<file path="src/rtl/rgb555_color_blend_and_tone_assert.svh">
// ----------------------------------------------------------------------------
// RGB555 color transform assertion macros
// Shorthand for the clocked checks used in the RTL of the color transform.
// ----------------------------------------------------------------------------
`ifndef RGB555_COLOR_BLEND_AND_TONE_ASSERT_SVH
`define RGB555_COLOR_BLEND_AND_TONE_ASSERT_SVH

// Same-cycle implication, disabled while reset is high.
`define RGBBT_ASSERT_IMP(label, clk, rst, ante, cons, msg) \
   label: assert property (@(posedge clk) disable iff (rst) (ante) |-> (cons)) else $error(msg);

// Next-cycle implication, disabled while reset is high.
`define RGBBT_ASSERT_NXT(label, clk, rst, ante, cons, msg) \
   label: assert property (@(posedge clk) disable iff (rst) (ante) |=> (cons)) else $error(msg);

`endif

</file>
<file path="src/rtl/rgbbt_pkg.sv">
// ----------------------------------------------------------------------------
// RGB555 color transform package
// Register indexes, mode codes, weights and the stage payload types.
// ----------------------------------------------------------------------------
`default_nettype none

package rgbbt_pkg;

   localparam logic [2:0] CSR_MODE        = 3'd0;
   localparam logic [2:0] CSR_BLEND_COEFF = 3'd1;
   localparam logic [2:0] CSR_BLEND_COLOR = 3'd2;
   localparam logic [2:0] CSR_TONE_RED    = 3'd3;
   localparam logic [2:0] CSR_TONE_GREEN  = 3'd4;
   localparam logic [2:0] CSR_TONE_BLUE   = 3'd5;

   localparam logic [2:0] MODE_BLEND  = 3'd0;
   localparam logic [2:0] MODE_INVERT = 3'd1;
   localparam logic [2:0] MODE_GRAY   = 3'd2;
   localparam logic [2:0] MODE_RGRAY  = 3'd3;
   localparam logic [2:0] MODE_SEPIA  = 3'd4;
   localparam logic [2:0] MODE_TONE   = 3'd5;

   localparam logic [7:0] LUMA_W_RED   = 8'd76;
   localparam logic [7:0] LUMA_W_GREEN = 8'd151;
   localparam logic [7:0] LUMA_W_BLUE  = 8'd29;
   localparam logic [8:0] SEPIA_RED    = 9'd307;
   localparam logic [7:0] SEPIA_BLUE   = 8'd240;
   localparam logic [4:0] CHAN_MAX     = 5'd31;
   localparam logic [4:0] BLEND_FULL   = 5'd16;

   typedef struct packed {
      logic [2:0]  mode;
      logic [4:0]  blend_coeff;
      logic [14:0] blend_color;
      logic [15:0] tone_red;
      logic [15:0] tone_green;
      logic [15:0] tone_blue;
   } cfg_type;

   typedef struct packed {
      logic [15:0]       color;
      logic              last;
      logic [4:0]        luma;
      logic signed [9:0] bd_red;
      logic signed [9:0] bd_green;
      logic signed [9:0] bd_blue;
   } front_type;

   typedef struct packed {
      logic [15:0] color;
      logic        last;
      logic [14:0] blend;
      logic [4:0]  gray;
      logic [4:0]  rgray;
      logic [4:0]  sepia_red;
      logic [4:0]  sepia_blue;
      logic [4:0]  tone_red;
      logic [4:0]  tone_green;
      logic [4:0]  tone_blue;
   } mid_type;

   // Luma snapped to a coarse set of gray levels.
   function automatic logic [4:0] round_gray(input logic [4:0] y);
      logic [4:0] v;
      case (y) inside
         [5'd0:5'd4]:   v = 5'd0;
         [5'd5:5'd9]:   v = 5'd5;
         [5'd10:5'd14]: v = 5'd11;
         [5'd15:5'd19]: v = 5'd16;
         [5'd20:5'd24]: v = 5'd21;
         [5'd25:5'd29]: v = 5'd27;
         default:       v = 5'd31;
      endcase
      return v;
   endfunction

endpackage

`default_nettype wire

</file>
<file path="src/rtl/rgbbt_chan_if.sv">
// ----------------------------------------------------------------------------
// RGB555 color transform channels
// Valid/ready channels for incoming palette words and transformed words.
// ----------------------------------------------------------------------------
`default_nettype none

interface rgbbt_req_if;
   logic        valid;
   logic        ready;
   logic [15:0] color_in;
   logic        is_last;
   modport source (output valid, output color_in, output is_last, input ready);
   modport sink (input valid, input color_in, input is_last, output ready);
endinterface

interface rgbbt_rsp_if;
   logic        valid;
   logic        ready;
   logic [15:0] color_out;
   logic        last_out;
   modport source (output valid, output color_out, output last_out, input ready);
   modport sink (input valid, input color_out, input last_out, output ready);
endinterface

`default_nettype wire

</file>
<file path="src/rtl/rgbbt_front.sv">
// ----------------------------------------------------------------------------
// RGB555 color transform, first stage
// Computes the luma and the weighted blend differences of each channel.
// ----------------------------------------------------------------------------
`default_nettype none

module rgbbt_front (
   input  wire logic                clock,
   input  wire logic                reset,
   input  wire logic                load,
   input  wire logic                in_valid,
   input  wire logic [15:0]         in_color,
   input  wire logic                in_last,
   input  wire rgbbt_pkg::cfg_type  cfg,
   output logic                     out_valid,
   output rgbbt_pkg::front_type     out_data
);

   function automatic logic signed [9:0] blend_diff(input logic [4:0] c,
                                                    input logic [4:0] t,
                                                    input logic [4:0] k);
      logic signed [5:0] d;
      d = $signed({1'b0, t}) - $signed({1'b0, c});
      return $signed(10'(d)) * $signed({5'd0, k});
   endfunction

   logic                 valid_ff;
   rgbbt_pkg::front_type data_ff;
   rgbbt_pkg::front_type data_in;
   logic [4:0]           red;
   logic [4:0]           green;
   logic [4:0]           blue;
   logic [4:0]           weight;
   logic [12:0]          luma_sum;

   always_comb begin
      red    = in_color[4:0];
      green  = in_color[9:5];
      blue   = in_color[14:10];
      weight = (cfg.blend_coeff > rgbbt_pkg::BLEND_FULL) ? rgbbt_pkg::BLEND_FULL
                                                         : cfg.blend_coeff;
      luma_sum = 13'(red) * 13'(rgbbt_pkg::LUMA_W_RED)
               + 13'(green) * 13'(rgbbt_pkg::LUMA_W_GREEN)
               + 13'(blue) * 13'(rgbbt_pkg::LUMA_W_BLUE);
      data_in.color    = in_color;
      data_in.last     = in_last;
      data_in.luma     = luma_sum[12:8];
      data_in.bd_red   = blend_diff(red, cfg.blend_color[4:0], weight);
      data_in.bd_green = blend_diff(green, cfg.blend_color[9:5], weight);
      data_in.bd_blue  = blend_diff(blue, cfg.blend_color[14:10], weight);
   end

   always_ff @(posedge clock) begin
      if (reset) begin
         valid_ff <= 1'b0;
      end else if (load) begin
         valid_ff <= in_valid;
      end
   end

   always_ff @(posedge clock) begin
      if (load) begin
         data_ff <= data_in;
      end
   end

   assign out_valid = valid_ff;
   assign out_data  = data_ff;

endmodule

`default_nettype wire

</file>
<file path="src/rtl/rgbbt_tone.sv">
// ----------------------------------------------------------------------------
// RGB555 color transform, second stage
// Finishes the blend and forms the gray, sepia and custom tone channels.
// ----------------------------------------------------------------------------
`default_nettype none

module rgbbt_tone (
   input  wire logic                 clock,
   input  wire logic                 reset,
   input  wire logic                 load,
   input  wire logic                 in_valid,
   input  wire rgbbt_pkg::front_type in_data,
   input  wire rgbbt_pkg::cfg_type   cfg,
   output logic                      out_valid,
   output rgbbt_pkg::mid_type        out_data
);

   function automatic logic [4:0] blend_fix(input logic [4:0] c,
                                            input logic signed [9:0] d);
      logic signed [9:0] s;
      s = $signed({5'd0, c}) + (d >>> 4);
      return s[4:0];
   endfunction

   function automatic logic [4:0] tone_chan(input logic [15:0] tone,
                                            input logic [4:0] y);
      logic [20:0] p;
      p = 21'(tone) * 21'(y);
      return (p[15:8] > 8'(rgbbt_pkg::CHAN_MAX)) ? rgbbt_pkg::CHAN_MAX : p[12:8];
   endfunction

   logic               valid_ff;
   rgbbt_pkg::mid_type data_ff;
   rgbbt_pkg::mid_type data_in;
   logic [13:0]        sepia_r_prod;
   logic [12:0]        sepia_b_prod;

   always_comb begin
      sepia_r_prod = 14'(in_data.luma) * 14'(rgbbt_pkg::SEPIA_RED);
      sepia_b_prod = 13'(in_data.luma) * 13'(rgbbt_pkg::SEPIA_BLUE);
      data_in.color = in_data.color;
      data_in.last  = in_data.last;
      data_in.blend = {blend_fix(in_data.color[14:10], $signed(in_data.bd_blue)),
                       blend_fix(in_data.color[9:5], $signed(in_data.bd_green)),
                       blend_fix(in_data.color[4:0], $signed(in_data.bd_red))};
      data_in.gray  = in_data.luma;
      data_in.rgray = rgbbt_pkg::round_gray(in_data.luma);
      data_in.sepia_red = (sepia_r_prod[13:8] > 6'(rgbbt_pkg::CHAN_MAX))
                        ? rgbbt_pkg::CHAN_MAX : sepia_r_prod[12:8];
      data_in.sepia_blue = sepia_b_prod[12:8];
      data_in.tone_red   = tone_chan(cfg.tone_red, in_data.luma);
      data_in.tone_green = tone_chan(cfg.tone_green, in_data.luma);
      data_in.tone_blue  = tone_chan(cfg.tone_blue, in_data.luma);
   end

   always_ff @(posedge clock) begin
      if (reset) begin
         valid_ff <= 1'b0;
      end else if (load) begin
         valid_ff <= in_valid;
      end
   end

   always_ff @(posedge clock) begin
      if (load) begin
         data_ff <= data_in;
      end
   end

   assign out_valid = valid_ff;
   assign out_data  = data_ff;

endmodule

`default_nettype wire

</file>
<file path="src/rtl/rgbbt_out.sv">
// ----------------------------------------------------------------------------
// RGB555 color transform, output stage
// Picks the word of the selected mode and holds it for the result channel.
// ----------------------------------------------------------------------------
`default_nettype none

module rgbbt_out (
   input  wire logic               clock,
   input  wire logic               reset,
   input  wire logic               load,
   input  wire logic               in_valid,
   input  wire rgbbt_pkg::mid_type in_data,
   input  wire rgbbt_pkg::cfg_type cfg,
   output logic                    out_valid,
   output logic [15:0]             out_color,
   output logic                    out_last
);

   logic        valid_ff;
   logic [15:0] color_ff;
   logic [15:0] color_in;
   logic        last_ff;

   always_comb begin
      case (cfg.mode)
         rgbbt_pkg::MODE_BLEND:  color_in = {1'b0, in_data.blend};
         rgbbt_pkg::MODE_INVERT: color_in = ~in_data.color;
         rgbbt_pkg::MODE_GRAY:
            color_in = {1'b0, in_data.gray, in_data.gray, in_data.gray};
         rgbbt_pkg::MODE_RGRAY:
            color_in = {1'b0, in_data.rgray, in_data.rgray, in_data.rgray};
         rgbbt_pkg::MODE_SEPIA:
            color_in = {1'b0, in_data.sepia_blue, in_data.gray, in_data.sepia_red};
         rgbbt_pkg::MODE_TONE:
            color_in = {1'b0, in_data.tone_blue, in_data.tone_green, in_data.tone_red};
         default:                color_in = 16'd0;
      endcase
   end

   always_ff @(posedge clock) begin
      if (reset) begin
         valid_ff <= 1'b0;
      end else if (load) begin
         valid_ff <= in_valid;
      end
   end

   always_ff @(posedge clock) begin
      if (load) begin
         color_ff <= color_in;
         last_ff  <= in_data.last;
      end
   end

   assign out_valid = valid_ff;
   assign out_color = color_ff;
   assign out_last  = last_ff;

endmodule

`default_nettype wire

</file>
<file path="src/rtl/rgb555_color_blend_and_tone.sv">
// Each word on req_chan is one RGB555 palette color and yields exactly one
// transformed word on rsp_chan, in order, with is_last copied to last_out.
// The block is a three-register pipeline (luma and blend products, channel
// arithmetic, mode select into the output register); a new word can be taken
// every cycle while rsp_chan is not stalled. Each stage moves whenever the
// stage after it is empty or moving, so bubbles close up and req_chan stays
// ready while a finished word waits on rsp_chan as long as an earlier stage
// is free. Registers are written through the csr_ port and should only
// change while no word is in flight.
// ----------------------------------------------------------------------------
// RGB555 color transform top level
// Configuration registers, stage handshake and the three pipeline stages.
// ----------------------------------------------------------------------------
`default_nettype none

`include "rgb555_color_blend_and_tone_assert.svh"

module rgb555_color_blend_and_tone (
   input  wire logic        clock,
   input  wire logic        reset,
   rgbbt_req_if.sink        req_chan,
   rgbbt_rsp_if.source      rsp_chan,
   input  wire logic        csr_we,
   input  wire logic [2:0]  csr_index,
   input  wire logic [15:0] csr_wdata
);

   rgbbt_pkg::cfg_type   cfg_ff;
   rgbbt_pkg::front_type front_data;
   rgbbt_pkg::mid_type   mid_data;
   logic                 front_valid;
   logic                 mid_valid;
   logic                 adv_front;
   logic                 adv_mid;
   logic                 adv_out;

   always_ff @(posedge clock) begin
      if (reset) begin
         cfg_ff <= '0;
      end else if (csr_we) begin
         case (csr_index)
            rgbbt_pkg::CSR_MODE:        cfg_ff.mode        <= csr_wdata[2:0];
            rgbbt_pkg::CSR_BLEND_COEFF: cfg_ff.blend_coeff <= csr_wdata[4:0];
            rgbbt_pkg::CSR_BLEND_COLOR: cfg_ff.blend_color <= csr_wdata[14:0];
            rgbbt_pkg::CSR_TONE_RED:    cfg_ff.tone_red    <= csr_wdata;
            rgbbt_pkg::CSR_TONE_GREEN:  cfg_ff.tone_green  <= csr_wdata;
            rgbbt_pkg::CSR_TONE_BLUE:   cfg_ff.tone_blue   <= csr_wdata;
            default:                    cfg_ff             <= cfg_ff;
         endcase
      end
   end

   assign adv_out        = !rsp_chan.valid || rsp_chan.ready;
   assign adv_mid        = !mid_valid || adv_out;
   assign adv_front      = !front_valid || adv_mid;
   assign req_chan.ready = adv_front;

   rgbbt_front u_front (
      .clock     (clock),
      .reset     (reset),
      .load      (adv_front),
      .in_valid  (req_chan.valid),
      .in_color  (req_chan.color_in),
      .in_last   (req_chan.is_last),
      .cfg       (cfg_ff),
      .out_valid (front_valid),
      .out_data  (front_data)
   );

   rgbbt_tone u_tone (
      .clock     (clock),
      .reset     (reset),
      .load      (adv_mid),
      .in_valid  (front_valid),
      .in_data   (front_data),
      .cfg       (cfg_ff),
      .out_valid (mid_valid),
      .out_data  (mid_data)
   );

   rgbbt_out u_out (
      .clock     (clock),
      .reset     (reset),
      .load      (adv_out),
      .in_valid  (mid_valid),
      .in_data   (mid_data),
      .cfg       (cfg_ff),
      .out_valid (rsp_chan.valid),
      .out_color (rsp_chan.color_out),
      .out_last  (rsp_chan.last_out)
   );

   `RGBBT_ASSERT_IMP(a_full_blocks_input, clock, reset, front_valid && mid_valid && rsp_chan.valid && !rsp_chan.ready, !req_chan.ready, "Input taken while the whole pipeline is stalled.")
   `RGBBT_ASSERT_NXT(a_accept_fills_front, clock, reset, req_chan.valid && req_chan.ready, front_valid, "Accepted word did not reach the first stage.")
   `RGBBT_ASSERT_NXT(a_front_moves_on, clock, reset, front_valid && adv_mid, mid_valid, "First stage word lost on the way to the second stage.")
   `RGBBT_ASSERT_NXT(a_mid_moves_on, clock, reset, mid_valid && adv_out, rsp_chan.valid, "Second stage word lost on the way to the output.")

endmodule

`default_nettype wire
</file>
<file path="src/flat_wrapper.sv">
// flat-port wrapper written by rule: the top's interface ports become plain ports
module rgb555_color_blend_and_tone_flat 
  (clock, reset, csr_we, csr_index, csr_wdata, req_chan_valid, req_chan_color_in, req_chan_is_last, req_chan_ready, rsp_chan_valid, rsp_chan_color_out, rsp_chan_last_out, rsp_chan_ready);
  rgbbt_req_if req_chan_i ();
  rgbbt_rsp_if rsp_chan_i ();
  input  wire logic clock;
  input  wire logic reset;
  input  wire logic csr_we;
  input  wire logic [2:0] csr_index;
  input  wire logic [15:0] csr_wdata;
  input wire logic [$bits(req_chan_i.valid)-1:0] req_chan_valid;
  input wire logic [$bits(req_chan_i.color_in)-1:0] req_chan_color_in;
  input wire logic [$bits(req_chan_i.is_last)-1:0] req_chan_is_last;
  output wire logic [$bits(req_chan_i.ready)-1:0] req_chan_ready;
  output wire logic [$bits(rsp_chan_i.valid)-1:0] rsp_chan_valid;
  output wire logic [$bits(rsp_chan_i.color_out)-1:0] rsp_chan_color_out;
  output wire logic [$bits(rsp_chan_i.last_out)-1:0] rsp_chan_last_out;
  input wire logic [$bits(rsp_chan_i.ready)-1:0] rsp_chan_ready;
  assign req_chan_i.valid = req_chan_valid;
  assign req_chan_i.color_in = req_chan_color_in;
  assign req_chan_i.is_last = req_chan_is_last;
  assign req_chan_ready = req_chan_i.ready;
  assign rsp_chan_valid = rsp_chan_i.valid;
  assign rsp_chan_color_out = rsp_chan_i.color_out;
  assign rsp_chan_last_out = rsp_chan_i.last_out;
  assign rsp_chan_i.ready = rsp_chan_ready;
  rgb555_color_blend_and_tone u_core (.clock(clock), .reset(reset), .req_chan(req_chan_i), .rsp_chan(rsp_chan_i), .csr_we(csr_we), .csr_index(csr_index), .csr_wdata(csr_wdata));
endmodule
</file>
<file path="config.mk">
export PLATFORM = sky130hd
export DESIGN_NAME = rgb555_color_blend_and_tone_flat
export DESIGN_NICKNAME = d
export VERILOG_FILES = /design/src/rtl/rgbbt_pkg.sv /design/src/rtl/rgbbt_chan_if.sv /design/src/rtl/rgbbt_front.sv /design/src/rtl/rgbbt_tone.sv /design/src/rtl/rgbbt_out.sv /design/src/rtl/rgb555_color_blend_and_tone.sv /design/src/flat_wrapper.sv
export VERILOG_INCLUDE_DIRS = /design/src /design/src/rtl
export SDC_FILE = /design/constraint.sdc
export NUM_CORES = 1
export LEC_CHECK = 0
export ABC_AREA = 0
export ABC_CLOCK_PERIOD_IN_PS = 8800
export BUFFER_PORTS_ARGS = -buffer_cell sky130_fd_sc_hd__buf_4
export CORE_ASPECT_RATIO = 0.8
export CORE_MARGIN = 1
export CORE_UTILIZATION = 40
export CTS_CLUSTER_DIAMETER = 100
export DETAILED_ROUTE_END_ITERATION = 10
export HOLD_SLACK_MARGIN = 0.06
export PLACE_DENSITY = 0.56
export SETUP_SLACK_MARGIN = 0.05
export SYNTH_ARGS = -nofsm -noshare
export SYNTH_HDL_FRONTEND = slang
export SYNTH_HIERARCHICAL = 1
export SYNTH_SLANG_ARGS = --single-unit
</file>
<file path="constraint.sdc">
create_clock -name clock -period 8.8 [get_ports clock]
set_input_delay 1.76 -clock clock [delete_from_list [all_inputs] [get_ports clock]]
set_output_delay 1.76 -clock clock [all_outputs]
set_load 0.02 [all_outputs]
</file>
# [After elaboration in Yosys (flattened, before gate mapping)]
# Cells that the tools add are included.
[totals] register_bits=207 input_bits=41 out_inout_bits=19
[classes] n_eq_ne=10 n_reduce_logical=22 magnitude_cmp=17 n_addsub=8 n_mul=11 bitwise_logic=1 n_mux=7
[op_table] op="$pmux 16 s6" n=1
[op_table] op="$mul 16x5->16" n=3
[op_table] op="$mul 6x6->9" n=3
[op_table] op="$gt 8x5->1 const B" n=3
[op_table] op="$mul 5x5->10 const B" n=2
[op_table] op="$sub 5x5->6" n=3
[op_table] op="$not 16->16" n=1
[op_table] op="$add 5x5->5" n=3
[op_table] op="$le 5x5->1 const B" n=3
[op_table] op="$mux 5" n=3
[op_table] op="$mul 5x9->14 const B" n=1
[op_table] op="$add 12x13->13" n=1
[op_table] op="$add 13x10->13" n=1
[op_table] op="$mul 5x8->13 const B" n=1
[op_table] op="$eq 3x2->1 const B" n=4
[op_table] op="$eq 3x3->1 const B" n=4
[op_table] op="$reduce_and 2->1" n=6
[op_table] op="$ge 5x4->1 const B" n=2
[op_table] op="$ge 5x5->1 const B" n=2
[op_table] op="$le 5x4->1 const B" n=2
[op_table] op="$mul 5x4->9 const B" n=1
[op_table] op="$eq 3x1->1 const B" n=2
[op_table] op="$gt 6x5->1 const B" n=1
[op_table] op="$logic_and 1x1->1" n=6
[op_table] op="11 further kinds" n=17

# [Longest topological paths before layout]
[depth] ltp_word=7 depth_mapped=20 depth_no_buf=20

# [By module]
# The synthesis kept the hierarchy.
[by_module_without_submodules] mod="rgbbt_tone" instances=1 cells_each=906 seq_area_each_um2=2001.9 area_per_inst_um2=8907.3
[by_module_without_submodules] mod="rgbbt_front" instances=1 cells_each=662 seq_area_each_um2=1581.5 area_per_inst_um2=6752.7
[by_module_without_submodules] mod="rgb555_color_blend_and_tone" instances=1 cells_each=259 seq_area_each_um2=1421.4 area_per_inst_um2=2880.3
[by_module_without_submodules] mod="rgbbt_out" instances=1 cells_each=136 seq_area_each_um2=530.5 area_per_inst_um2=1311.3

# [Least setup slack after synthesis]
# OpenSTA, ideal clock, no wires.
[synth_timing] kind="input -> register" startpoint="in req_chan_color_in[1]" endpoint="reg, netlist name u_core/u_front/out_data[29]" setup_ns=0.262 slack_ns=2.753 cell_stages=18 arrival_time_ns=5.785 n_path_buf=0 cell_sequence="inv_1 > ha_1 > nor2b_1 > o31a_1 > o21a_1 > or2_2 > nor2_1 > fa_1 > inv_1 > fa_1 > fa_1 > inv_1 > ha_1 > a211oi_1 > o21bai_1 > a21oi_1 > xnor2_1 > xnor2_1"
[synth_lines] element="start, declared" line="flat_wrapper.sv:12" text="input wire logic [$bits(req_chan_i.color_in)-1:0] req_chan_color_in;"

==> run summary <==
The category of the critical setup timing path was input port to register. The post-synth design cell area was 0.0192 mm^2; the die boundary height was 198 um. TritonCTS built the clock tree. The sink count of the clock tree was 194; the net switching share of the total power was 41.2%. The worst register-to-register path has a depth of 14.

CTS built an H-tree with a depth of 4. The final critical-path setup slack came out at 2.99 ns. The largest net degree at the start of global routing is 74. The weighted congestion reported at the end of routability-driven placement is 0.834, and the fraction of power consumed by sequential logic is 30.4%.

The master cell of the clock root buffer is sky130_fd_sc_hd__clkbuf_16. The worst-case IR drop observed on VDD is 135 uV. The final layout contains 2403 nets.

The first global-routing pass estimated 72000 um of wire. Relative to the synthesized area, the layout overhead comes to 8.52%. The number of gates resized after CTS was 0. The post-CTS clock slew at the launch and capture registers of the worst setup and hold paths was 0.08 ns.

Setup repair after global routing left no endpoint under its margin. The design draws 4.18 mW. Summed over all nets, the switching power comes to 1.72 mW. The logs give 0 ns for the total negative slack for setup checks and 34.4% for the max-slew headroom at the worst pin. The number of hold buffers added after CTS is 0. The effective utilization at floorplan was 40.7%; the clock network fraction of total power was 19.4%.

The count of final setup violators was 0. The final core area utilization was 44.1%. The count of antenna diodes in the layout was 0; the vias per cell was 4.95.

Setup slack on the worst reg-to-reg path comes out at 3.58 ns. The count of mapped cells out of synthesis is 1917, and the number of cells traversed by the worst hold path is 0. The worst path in the final design needs a cycle of 5.81 ns, including I/O delays and setup. Total number of yosys warnings: 6. Along the worst path, the maximum fanout reaches 5. The detailed router finished its first iteration with 676 violations.

STA classifies the critical path endpoint as a register. For the worst setup path, the data required time is 9.01 ns. For the internal power component, the log shows 2.46 mW. The tools report the standard-cell row count as 71. Buffers added to address setup during post-CTS repair amount to 0. In the final layout, the share of cells above drive strength 1 is 7.13%. The path with the worst hold slack has its endpoint at u_core/u_out/out_last.

Once detail routing completed, the nets flagged for antenna violations numbered 0. For the worst setup path, the data arrival time is 6.02 ns. Across the routed clock network, the largest skew measured is 0.0110 ns. The detail-routed net length per standard cell was 17.3 um; the die width was 247 um.

The final reports fail on design-rule violations. The worst register-to-register path begins at u_core/u_front/out_data[34]. The startpoint of the lowest-slack hold path was u_core/u_tone/out_data[50]. In this run the deepest clock path goes through 2 buffers. The slowest stage of the critical path belongs to the cell sky130_fd_sc_hd__fa_1. The worst hold-check path type is register to register. Leakage component of the power: 10.2 nW. After detailed routing, the number of remaining DRC violations is 9. The post-route clock period utilization was 66.0%; the via count of the routed design was 12800. The largest single stage delay on the critical path is 0.54 ns.

The tools report the initial antenna violation count as 2. The net count after synthesis came out at 2370. Global routing consumed, over all layers together, 19.3% of the routing resources. The die covers 0.0488 mm^2. For the placeable core region, the log shows 0.0472 mm^2. Dividing the synthesized area by the synthesized cell count gives 10.0 um^2. For this block, the routed nets add up to 44700 um of wire. The final cell area excluding filler cells was 0.0208 mm^2; the number of pins with negative max-slew slack in the final report was 0. The sort of element at the start of the critical path was an input port.

Summed over all nets, the half-perimeter wirelength after detailed placement is 34300 um. Per report_power, the combinational group accounts for 50.2% of the total. The final hold violation count came out at 0. The flow ran to the end, but the final reports show violations.

The run gives 0.46 ns as the clock latency on the worst-skew pair. TritonCTS created 17 clock buffers. For this run the aggregate overflow at the end of global routing stands at 0. The post-detailed-placement cell area was 0.0202 mm^2; the number of top-level pins was 60. In this run the power density over the cells is 201 mW/mm^2. For this run, the top clock speed supported by timing is 0.172 GHz. The tools report the via count of the first global-routing pass as 13000. The tool flagged a number of max-cap violations equal to 0. The first detailed-routing pass ran for 7 iterations. In this run the critical register-to-register path is captured at u_core/u_tone/out_data[5].

At the pin with the least slew margin, the transition time is 0.984 ns. Walking the worst path, the cells encountered are buf_4 -> inv_1 -> ha_1 -> nor2b_1 -> o31a_1 -> o21a_1 -> or2_2 -> nor2_1 -> fa_1 -> inv_1 -> fa_1 -> fa_1 -> inv_1 -> ha_1 -> a21oi_1 -> o21bai_1 -> a21oi_1 -> xnor2_1. The run gives 4503 as the total of fill cells in the finished design. The count of input and output buffers was 59; the pre-CTS setup slack was 2.53 ns.
[critical path, delay by kind of cell]
family | cells | cell delay (ns)
buf+inv | 4 | 0.43
fa+ha+maj | 5 | 2.04
xor+xnor | 1 | 0.09
compound gates | 5 | 0.92
simple gates | 3 | 0.76
[flip-flops by register name (all words and copies together), names as in the netlist]
register	flops
u_core/cfg_ff	71
u_core/u_tone/out_data	66
u_core/u_front/out_data	37
u_core/u_out/out_color	16
u_core/u_front/out_valid	1
u_core/u_out/out_last	1
u_core/u_out/out_valid	1
u_core/u_tone/out_valid	1
[cells in the final DEF (no fill, tap or decap), types with 6 or more instances in the layout]
master                      instances
sky130_fd_sc_hd__ha_1             216
sky130_fd_sc_hd__dfxtp_1           73
sky130_fd_sc_hd__or2_2             10
sky130_fd_sc_hd__a31oi_1            6
sky130_fd_sc_hd__nor2_1           111
sky130_fd_sc_hd__xnor2_1           42
sky130_fd_sc_hd__nor3_1             8
sky130_fd_sc_hd__a21oi_1           54
sky130_fd_sc_hd__a21o_1            23
sky130_fd_sc_hd__mux2_4            11
sky130_fd_sc_hd__and2_1           132
sky130_fd_sc_hd__o21ai_1           19
sky130_fd_sc_hd__o21a_1            17
sky130_fd_sc_hd__a211oi_1          12
sky130_fd_sc_hd__xor2_1            30
sky130_fd_sc_hd__nor2b_1           43
sky130_fd_sc_hd__nand4_1            7
sky130_fd_sc_hd__inv_8              6
sky130_fd_sc_hd__edfxtp_1         120
sky130_fd_sc_hd__nand2b_1          89
sky130_fd_sc_hd__o211ai_1           6
sky130_fd_sc_hd__o21ai_0           35
sky130_fd_sc_hd__buf_4             71
sky130_fd_sc_hd__o21bai_1          11
sky130_fd_sc_hd__nand2_1          121
sky130_fd_sc_hd__fa_1             196
sky130_fd_sc_hd__mux2i_1           76
sky130_fd_sc_hd__nand3_1           22
sky130_fd_sc_hd__inv_1            297
sky130_fd_sc_hd__clkbuf_16         17
[metal layers]
layer / GRT usage [%] / up-vias / wire length (um)
met1: 30.2 / 6276 / 24500
met2: 28.1 / 197 / 18300
met3: 2.52 / 28 / 1420
met4: 3.91 / 0 / 579
li1: - / 6283 / -
met5: 0 / - / 0
[how the worst max path moves through the flow]
stage / start / end / slack, ns / cells after the start
detailed placement: req_chan_color_in[1] / u_core/u_front/out_data[28] / 2.53 / 18
finish: req_chan_color_in[1] / u_core/u_front/out_data[28] / 2.99 / 18
global placement: req_chan_color_in[7] / u_core/u_front/out_data[31] / 2.57 / 14
floorplan: req_chan_color_in[7] / u_core/u_front/out_data[31] / 2.87 / 13
global route: req_chan_color_in[6] / u_core/u_front/out_data[18] / 2.77 / 18
CTS: req_chan_color_in[1] / u_core/u_front/out_data[28] / 3.03 / 18
[power groups by stage]
stage                     registers (mW)  clock network (mW)  logic [mW]
after floorplan                     1.30                   0        1.55
after global placement              1.29                   0        2.07
after detailed placement            1.29                   0        2.11
after CTS                           1.27               0.834        2.12
after global routing                1.29               0.871        2.41
final                               1.27               0.812        2.10
[per-stage QoR]
stage | cells | hold slack, ns
floorplan | 1917 | 0.400
global placement | 2551 | 0.403
detailed placement | 2551 | 0.413
CTS | 2583 | 0.433
global route | 2583 | 0.437
finish | 2583 | 0.436
[cell type report]
class                      instances  area, um^2  area share [%]
multi-input combinational       1367       12700            61.0
inverter                         299        1120            5.39
clock buffer                      17         425            2.04
sequential                       194        5090            24.4
timing repair buffer              71         533            2.56
tap                              620         776            3.73
clock inverter                    15         179           0.860
Power figures use the tool's default switching activity.
